--- config.mk ---
export PLATFORM = sky130hd
export DESIGN_NAME = lru_document_cache_tracker
export DESIGN_NICKNAME = d
export VERILOG_FILES = /design/src/rtl/core/lrudc_pkg.sv /design/src/rtl/core/lrudc_cell.sv /design/src/rtl/core/lru_document_cache_tracker.sv
export SDC_FILE = /design/constraint.sdc
export NUM_CORES = 1
export LEC_CHECK = 0
export ABC_CLOCK_PERIOD_IN_PS = 6400
export BUFFER_PORTS_ARGS = -buffer_cell sky130_fd_sc_hd__clkbuf_2
export CORE_ASPECT_RATIO = 1.5
export CORE_UTILIZATION = 65
export DETAILED_ROUTE_END_ITERATION = 10
export PLACE_DENSITY = 0.84
export SKIP_CTS_REPAIR_TIMING = 1
export SYNTH_ARGS = -nofsm -noshare
export SYNTH_HDL_FRONTEND = slang
export SYNTH_SLANG_ARGS = --single-unit
--- constraint.sdc ---
create_clock -name clock -period 6.4 [get_ports clock]
set_clock_uncertainty 0.15 [all_clocks]
set_input_delay 1.28 -clock clock [delete_from_list [all_inputs] [get_ports clock]]
set_output_delay 1.28 -clock clock [all_outputs]
set_load 0.02 [all_outputs]
--- src/rtl/core/lrudc_pkg.sv ---
// Package for the LRU document cache tracker.
// Holds default sizes, the sequencer state type and the cell control struct.
// No dependencies.
`default_nettype none

package lrudc_pkg;

   localparam int unsigned MAX_ENTRIES_DEF = 16;
   localparam int unsigned INDEX_WIDTH_DEF = 20;

   typedef enum logic [1:0] {
      ST_IDLE,
      ST_COMPARE,
      ST_UPDATE
   } lrudc_state_type;

   // Control broadcast from the sequencer to every cell of the chain.
   typedef struct packed {
      logic compare;   // register tag match against the key
      logic update;    // shift toward the least recent end or load the key
   } lrudc_ctrl_type;

endpackage

`default_nettype wire

--- src/rtl/core/lrudc_cell.sv ---
// One slot of the recency chain: a tag, its valid bit and a registered match flag.
// Depends on lrudc_pkg for the control struct.
`default_nettype none

module lrudc_cell #(
   parameter int unsigned INDEX_WIDTH = lrudc_pkg::INDEX_WIDTH_DEF
) (
   input  wire logic                    clock,
   input  wire logic                    reset,
   input  wire lrudc_pkg::lrudc_ctrl_type ctrl,
   input  wire logic [INDEX_WIDTH-1:0]  key,
   input  wire logic [INDEX_WIDTH-1:0]  prev_tag,
   input  wire logic                    prev_valid,
   input  wire logic                    hit_above_in,
   output logic [INDEX_WIDTH-1:0]       tag,
   output logic                         valid,
   output logic                         hit_above_out
);

   logic [INDEX_WIDTH-1:0] tag_ff;
   logic                   valid_ff;
   logic                   hit_ff;

   // Payload: take the neighbor's tag unless a more recent slot holds the hit.
   always_ff @(posedge clock) begin
      if (ctrl.update && !hit_above_in) begin
         tag_ff <= prev_tag;
      end
   end

   always_ff @(posedge clock) begin
      if (reset) begin
         valid_ff <= 1'b0;
         hit_ff   <= 1'b0;
      end else begin
         if (ctrl.compare) begin
            hit_ff <= valid_ff && (tag_ff == key);
         end
         if (ctrl.update && !hit_above_in) begin
            valid_ff <= prev_valid;
         end
      end
   end

   assign tag           = tag_ff;
   assign valid         = valid_ff;
   assign hit_above_out = hit_above_in | hit_ff;

endmodule

`default_nettype wire

--- src/rtl/core/lru_document_cache_tracker.sv ---
// Top level of the LRU document cache tracker: sequencer, key register and cell chain.
// Depends on lrudc_pkg and lrudc_cell.
`default_nettype none

// Usage
//   Request channel: drive req_hit_index and raise start; the transaction is
//   taken at the rising edge where start is high and busy is low.
//   Response channel: rsp_strobe is high for exactly one cycle and marks
//   rsp_was_cached, rsp_evict_valid and rsp_evicted_index. There is one
//   response per request, in request order. The receiver cannot stall.
//   Sequencing: a request has a match step and then a shift step. The
//   match step registers the tag match in every cell of the chain; the
//   shift step moves the chain one place toward the least recent end up to
//   the hit slot (or over the whole chain on a miss) and loads the key into
//   the most recent slot. busy is high only during the match step, so a new
//   request is taken while the shift of the previous one completes.
//   Eviction: a miss with the last slot valid drops that slot and reports
//   its tag; otherwise rsp_evicted_index reads zero.
//   Reset: synchronous, active high; empties the directory (all valid bits
//   cleared) and returns the sequencer to idle. No clearing pass is needed.
module lru_document_cache_tracker #(
   parameter int unsigned MAX_ENTRIES = lrudc_pkg::MAX_ENTRIES_DEF,
   parameter int unsigned INDEX_WIDTH = lrudc_pkg::INDEX_WIDTH_DEF
) (
   input  wire logic                   clock,
   input  wire logic                   reset,
   input  wire logic                   start,
   output logic                        busy,
   input  wire logic [INDEX_WIDTH-1:0] req_hit_index,
   output logic                        rsp_strobe,
   output logic                        rsp_was_cached,
   output logic                        rsp_evict_valid,
   output logic [INDEX_WIDTH-1:0]      rsp_evicted_index
);

   lrudc_pkg::lrudc_state_type state_ff, state_in;
   lrudc_pkg::lrudc_ctrl_type  ctrl;

   logic [INDEX_WIDTH-1:0] key_ff;
   logic                   accept;

   logic                   rsp_strobe_ff;
   logic                   rsp_was_cached_ff;
   logic                   rsp_evict_valid_ff;
   logic [INDEX_WIDTH-1:0] rsp_evicted_index_ff;

   // Chain links: entry 0 feeds the most recent cell, entry MAX_ENTRIES
   // is what leaves the least recent cell.
   logic [INDEX_WIDTH-1:0] chain_tag   [MAX_ENTRIES+1];
   logic                   chain_valid [MAX_ENTRIES+1];
   logic                   chain_hit   [MAX_ENTRIES+1];

   // Accept while idle or while finishing the shift of the previous transaction.
   assign busy   = (state_ff == lrudc_pkg::ST_COMPARE);
   assign accept = start && !busy;

   always_ff @(posedge clock) begin
      if (reset) begin
         state_ff <= lrudc_pkg::ST_IDLE;
      end else begin
         state_ff <= state_in;
      end
   end

   always_comb begin
      state_in     = state_ff;
      ctrl.compare = 1'b0;
      ctrl.update  = 1'b0;
      unique case (state_ff)
         lrudc_pkg::ST_IDLE: begin
            if (accept) begin
               state_in = lrudc_pkg::ST_COMPARE;
            end
         end
         lrudc_pkg::ST_COMPARE: begin
            ctrl.compare = 1'b1;
            state_in     = lrudc_pkg::ST_UPDATE;
         end
         lrudc_pkg::ST_UPDATE: begin
            ctrl.update = 1'b1;
            state_in    = accept ? lrudc_pkg::ST_COMPARE : lrudc_pkg::ST_IDLE;
         end
         default: begin
            state_in = lrudc_pkg::ST_IDLE;
         end
      endcase
   end

   // Hold the key for the match and the load into the front slot.
   always_ff @(posedge clock) begin
      if (accept) begin
         key_ff <= req_hit_index;
      end
   end

   // The key enters at the front as a valid entry; nothing above slot 0 hits.
   assign chain_tag[0]   = key_ff;
   assign chain_valid[0] = 1'b1;
   assign chain_hit[0]   = 1'b0;

   for (genvar gi = 0; gi < MAX_ENTRIES; gi++) begin : g_cell
      lrudc_cell #(
         .INDEX_WIDTH (INDEX_WIDTH)
      ) u_cell (
         .clock         (clock),
         .reset         (reset),
         .ctrl          (ctrl),
         .key           (key_ff),
         .prev_tag      (chain_tag[gi]),
         .prev_valid    (chain_valid[gi]),
         .hit_above_in  (chain_hit[gi]),
         .tag           (chain_tag[gi+1]),
         .valid         (chain_valid[gi+1]),
         .hit_above_out (chain_hit[gi+1])
      );
   end

   // Register the response in the shift cycle, from pre-shift contents.
   always_ff @(posedge clock) begin
      if (reset) begin
         rsp_strobe_ff <= 1'b0;
      end else begin
         rsp_strobe_ff <= ctrl.update;
      end
   end

   always_ff @(posedge clock) begin
      if (ctrl.update) begin
         rsp_was_cached_ff  <= chain_hit[MAX_ENTRIES];
         rsp_evict_valid_ff <= !chain_hit[MAX_ENTRIES] && chain_valid[MAX_ENTRIES];
         if (!chain_hit[MAX_ENTRIES] && chain_valid[MAX_ENTRIES]) begin
            rsp_evicted_index_ff <= chain_tag[MAX_ENTRIES];
         end else begin
            rsp_evicted_index_ff <= '0;
         end
      end
   end

   assign rsp_strobe        = rsp_strobe_ff;
   assign rsp_was_cached    = rsp_was_cached_ff;
   assign rsp_evict_valid   = rsp_evict_valid_ff;
   assign rsp_evicted_index = rsp_evicted_index_ff;

endmodule

`default_nettype wire

==> results of run 1 <==
## critical path: cells and delay by family, from the launching register on
kind,cells,cell delay [ps]
AND/OR/NAND/NOR,3,1580
flip-flops,1,370
buffers and inverters,2,680
## cells by family (layout without fill, tap and decap cells)
group	after synthesis	in the layout	share of synthesized area, %
flops	397	397	72.0
xor+xnor	320	320	17.5
simple gates	208	208	7.64
buf+inv	56	145	1.52
compound gates	29	29	0.904
mux	7	7	0.436
## power by group through the flow
stage	combinational (uW)	clock, uW	sequential [uW]
6_report	278	2170	2920
5_1_grt	296	2270	2930
4_1_cts	277	2170	2920
3_5_place_dp	274	0	2980
3_3_place_gp	266	0	2980
2_1_floorplan	184	0	2960
## sequential cells by signal, summed over array words and instances (netlist names)
| signal | cells |
|---|---|
| g_cell.u_cell.valid | 16 |
| rsp_evicted_index | 20 |
| rsp_was_cached | 1 |
| state_ff | 2 |
| g_cell.u_cell.tag | 320 |
| key_ff | 20 |
| g_cell.u_cell.hit_ff | 16 |
| rsp_strobe | 1 |
| rsp_evict_valid | 1 |
## stage by stage
step / area, um2 / instances / util [%] / hold WS (ps)
6_report: 17900 / 1430 / 73.5 / 303
2_1_floorplan: 16100 / 1017 / - / 274
4_1_cts: 17900 / 1430 / 73.5 / 305
3_3_place_gp: 16700 / 1367 / 68.7 / 281
5_1_grt: 17900 / 1430 / 73.5 / 322
3_5_place_dp: 16700 / 1367 / 68.7 / 286
## area by class of cell
type	count	area share [%]
clock inverter	15	0.839
clock buffer	48	5.75
timing repair buffer	74	2.46
inverter	8	0.168
sequential	397	64.6
multi-input combinational	564	23.9
tap	324	2.26
## per-layer routing
metal	share of wire [%]	up-vias	global-route usage (%)
met4	7.7	0	20.1
li1	-	3819	-
met2	54	415	56.1
met5	0	-	0
met3	5.8	148	4.13
met1	33	4399	33.9
## cell usage in the layout, fill, tap and decap left out, types with 16 or more instances in the layout
| master | Yosys | layout |
|---|---|---|
| clkbuf_2 | 0 | 46 |
| nor2_1 | 19 | 18 |
| edfxtp_1 | 362 | 362 |
| nand3_1 | 20 | 20 |
| nand4_1 | 18 | 18 |
| and2_1 | 20 | 20 |
| xor2_1 | 304 | 304 |
| dfxtp_1 | 35 | 35 |
| buf_4 | 0 | 28 |
| xnor2_1 | 16 | 16 |
| nand2_1 | 26 | 26 |
| clkbuf_16 | 0 | 39 |
| nor4_1 | 83 | 83 |
## final timing paths
| kind | slack, ps | to | depth (start not counted) | from |
|---|---|---|---|---|
| worst max-delay path | 3320 | g_cell[15].u_cell.tag[12]$_DFFE_PP_ | 5 | g_cell[12].u_cell.hit_ff$_SDFFE_PP0P_ |
| worst min-delay path | 300 | g_cell[0].u_cell.tag[15]$_DFFE_PP_ | 0 | key_ff[15]$_DFFE_PP_ |
| worst max register to register | 3320 | g_cell[15].u_cell.tag[12]$_DFFE_PP_ | 5 | g_cell[12].u_cell.hit_ff$_SDFFE_PP0P_ |
| worst min register to register | 300 | g_cell[0].u_cell.tag[15]$_DFFE_PP_ | 0 | key_ff[15]$_DFFE_PP_ |
==> out/metrics.cfg, run 1 <==
[yosys]
yosysMostFrequentCell=edfxtp_1
synthFlopType=edfxtp_1
yosysSeqAreaShare_pct=72.0
synth_area_leaders=edfxtp_1 68%, xor2_1 17%, dfxtp_1 4.4%
synth.ff_latch_count=397
netlist.area_leader.share_pct=67.7
syn_avg_cell_area_um2=15.8
syn_inst=1017
yosys_warnings=0
synth-edff-count=362
syn_area_um2=16100
synth_top_area_cell=edfxtp_1
synth_commonest_cells=362 x edfxtp_1, 304 x xor2_1, 83 x nor4_1, 35 x dfxtp_1, 26 x nand2_1
async_flop_share_pct=0
syn_nets=1040
synth_cell_type_count=34

[sta]
setup_viol=0
setup_ws_ps=3320
fin_crit_sh_pct=48.1
period_needed_ps=3080
worstMarginPinSlew_ps=1190
setup_tns_ps=0
fmax_mhz=325
rsz0062_at_grt=false
hold_violations=0
final-max-slew-violation-count=0
relSlewSlack_pct=20.5

[critical_path]
cpMostUsedCell=buf_4
arrival_ps=3150
max_stage_delay_ps=720
slowest_stage=or4b_2
cp-start-kind=register
worstPathCellList=or4b_2 -> nor4_4 -> buf_4 -> nor2b_1 -> buf_4
worst-setup-path-type=reg2reg
path_max_fanout=23
critPathRequiredTime_ps=6470
crit_path_end_kind=register

[global_routing]
grt_pass1_vias=9288
grt_antenna_before_repair=0
grt_max_degree=45
track_usage_pct=31.2
grt.overflow.total=0
grt_pass1_wl_um=55800

[floorplan]
die_h_um=195
io_pins=47
start_util_pct=66.0
core_um2=24300
num_rows=70
die_w_um=130
dieArea_um2=25400

[final_layout]
drive_above_1_share_pct=12.6
ff_latch_area_um2=11600
area_growth_pct=11.5
fin_nets=1103
n_antenna_cell=0
multi_input_area_um2=4270
fillers=1475

[power]
p_sw_uw=1150
clock_power_share_pct=40.4
seq_power_share_pct=54.4
static-leakage-power_uw=0.00622
p_per_area_nw_per_um2=300
power_uw=5370
swShare_pct=21.5
irDropWorstVdd_mv=0.270
p_int_uw=4220
combPwrFrac_pct=5.2

[route]
vias_per_cell=6.14
avgRoutedWirePerCell_um=26.2
postRouteWirelength_um=37400
num_vias=8781
first_iter_violations=749
drt_pass1_iterations=5
drt_drc_violations_left=0
ant_nets=0

[place]
hpwlAfterDp_um=25700
place_ws_ps=2970
io_buffers=46
place.gp.congestion=0.892

[cts]
clk_latency_ps=520
cts.path.max_buffers=3
clockRootBuffer=clkbuf_16
htreeDepth=2
tritoncts=built
cts.clk_slew.worst_paths_ps=60
numCtsBuffers=35
cts.sinks=397

[run_status]
status=complete, no violations

[job]
maxCapViolCount=0

[min_path]
worstHoldPathType=reg2reg

Note: power is estimated with default switching activity, not from simulation.
==> run 2, diff against run 1 <==
--- a/config.mk
+++ b/config.mk
@@ -5,12 +5,12 @@
 export SDC_FILE = /design/constraint.sdc
 export NUM_CORES = 1
 export LEC_CHECK = 0
-export ABC_CLOCK_PERIOD_IN_PS = 6400
+export ABC_CLOCK_PERIOD_IN_PS = 3000
 export BUFFER_PORTS_ARGS = -buffer_cell sky130_fd_sc_hd__clkbuf_2
 export CORE_ASPECT_RATIO = 1.5
-export CORE_UTILIZATION = 65
+export CORE_UTILIZATION = 62
 export DETAILED_ROUTE_END_ITERATION = 10
-export PLACE_DENSITY = 0.84
+export PLACE_DENSITY = 0.8
 export SKIP_CTS_REPAIR_TIMING = 1
 export SYNTH_ARGS = -nofsm -noshare
 export SYNTH_HDL_FRONTEND = slang
==> constraint.sdc (replaced) <==
create_clock -name clock -period 3 [get_ports clock]
set_clock_uncertainty 0.15 [all_clocks]
set_input_delay 0.6 -clock clock [delete_from_list [all_inputs] [get_ports clock]]
set_output_delay 0.6 -clock clock [all_outputs]
set_load 0.02 [all_outputs]
==> out/metrics.cfg, run 2 (synthesized netlist as in run 1, its figures left out) <==
[route]
drt_pass1_iterations=6
avgRoutedWirePerCell_um=25.9
postRouteWirelength_um=37700
ant_nets=0
drt_drc_violations_left=0
first_iter_violations=786
num_vias=8765
vias_per_cell=6.03

[sta]
final-max-slew-violation-count=0
fmax_mhz=386
setup_tns_ps=0
setup_viol=0
rsz0062_at_grt=false
worstMarginPinSlew_ps=1220
period_needed_ps=2590
fin_crit_sh_pct=86.3
hold_violations=0
relSlewSlack_pct=18.8

[global_routing]
grt_antenna_before_repair=0
track_usage_pct=29.6
grt_pass1_vias=9135
grt.overflow.total=0
grt_max_degree=24
grt_pass1_wl_um=55600

[final_layout]
final_common_cell=edfxtp_1
final_cell_count_no_fill=1454
largest_reg_flops=320
area_growth_pct=12.4
n_antenna_cell=0
drive_above_1_share_pct=14.3
layout_common_cells=362 x edfxtp_1, 304 x xor2_1, 83 x nor4_1, 46 x clkbuf_2, 45 x buf_4
fin_nets=1123

[power]
p_per_area_nw_per_um2=632
static-leakage-power_uw=0.00630
irDropWorstVdd_mv=0.542

[critical_path]
ff2ff_path_depth=4
max_stage_delay_ps=1160
worst-setup-path-type=reg2reg
cp.depth=4
path_max_fanout=16
crit_path_end_kind=register
critical-path-top-delay-family=flip-flops
cp-start-kind=register
slowest_stage=edfxtp_1
critPathBufInv=0
worstPathCellList=xor2_1 -> nor4_1 -> nand4_1 -> o21ai_0
arrival_ps=2880
critPathRequiredTime_ps=3290

[floorplan]
num_rows=71
dieArea_um2=26600
io_pins=47
die_h_um=199
core_um2=25200
start_util_pct=63.7
die_w_um=133

[run_status]
status=complete, no violations

[place]
numPlacedInstances=1390
io_buffers=46
place.gp.congestion=0.899
hpwlAfterDp_um=26700

[min_path]
worstHoldPathType=in2reg
min_path_cells=1

[cts]
cts.sinks=397
clk_latency_ps=530
cts.path.max_buffers=3
cts.clk_slew.worst_paths_ps=70
htreeDepth=2
tritoncts=built
clockRootBuffer=clkbuf_16
numCtsBuffers=36

[job]
maxCapViolCount=0

==> run 2: cell count changes in the layout (fill, tap and decap cells not counted), moves of 2 or more <==
cell / change
clkinvlp_4: +2
clkbuf_16: -2
buf_4: +17
buf_12: +2
clkbuf_1: +2
clkinv_1: -4
clkbuf_8: +2
==> run 2: layout make-up <==
cell class,instances,area [um2]
Sequential cell,397,11600
Fill cell,1630,7180
Multi-Input combinational cell,564,4280
Clock buffer,50,1010
Timing Repair Buffer,93,608
Tap cell,328,410
Clock inverter,14,134
Inverter,8,30.0
==> run 2: power breakdown <==
| group | internal (uW) | total, uW | switching (uW) |
|---|---|---|---|
| clock | 2550 | 4550 | 2000 |
| combinational | 210 | 581 | 371 |
| sequential | 6140 | 6270 | 135 |
| total | 8900 | 11400 | 2510 |
==> run 2: metrics by stage <==
step                utilization [%]  setup WS (ps)  total power, uW  hold WS, ps  area (um2)
floorplan                         -           12.6             6710          274       16100
global placement               67.0            566             6940          299       16900
detailed placement             67.0            503             6960          304       16900
CTS                            71.5            479            11400         80.6       18000
global route                   71.5            372            11700         89.0       18000
finish                         71.5            411            11400         93.5       18000
==> run 2: path summary, 6_finish.rpt <==
path                                     startpoint  slack [ps]                                   end
setup / recovery               key_ff[12]$_DFFE_PP_         410  g_cell[6].u_cell.hit_ff$_SDFFE_PP0P_
hold / removal                     req_hit_index[1]          90                   key_ff[1]$_DFFE_PP_
setup reg to reg               key_ff[12]$_DFFE_PP_         410  g_cell[6].u_cell.hit_ff$_SDFFE_PP0P_
hold reg to reg   g_cell[8].u_cell.tag[0]$_DFFE_PP_         310     g_cell[9].u_cell.tag[0]$_DFFE_PP_
==> run 2: routing by layer <==
metal | up-vias | part of all wire, % | GRT usage [%]
li1 | 3855 | - | -
met1 | 4418 | 34 | 31.6
met2 | 366 | 55 | 55.1
met3 | 126 | 4.9 | 3.70
met4 | 0 | 6.7 | 18.9
met5 | - | 0 | 0
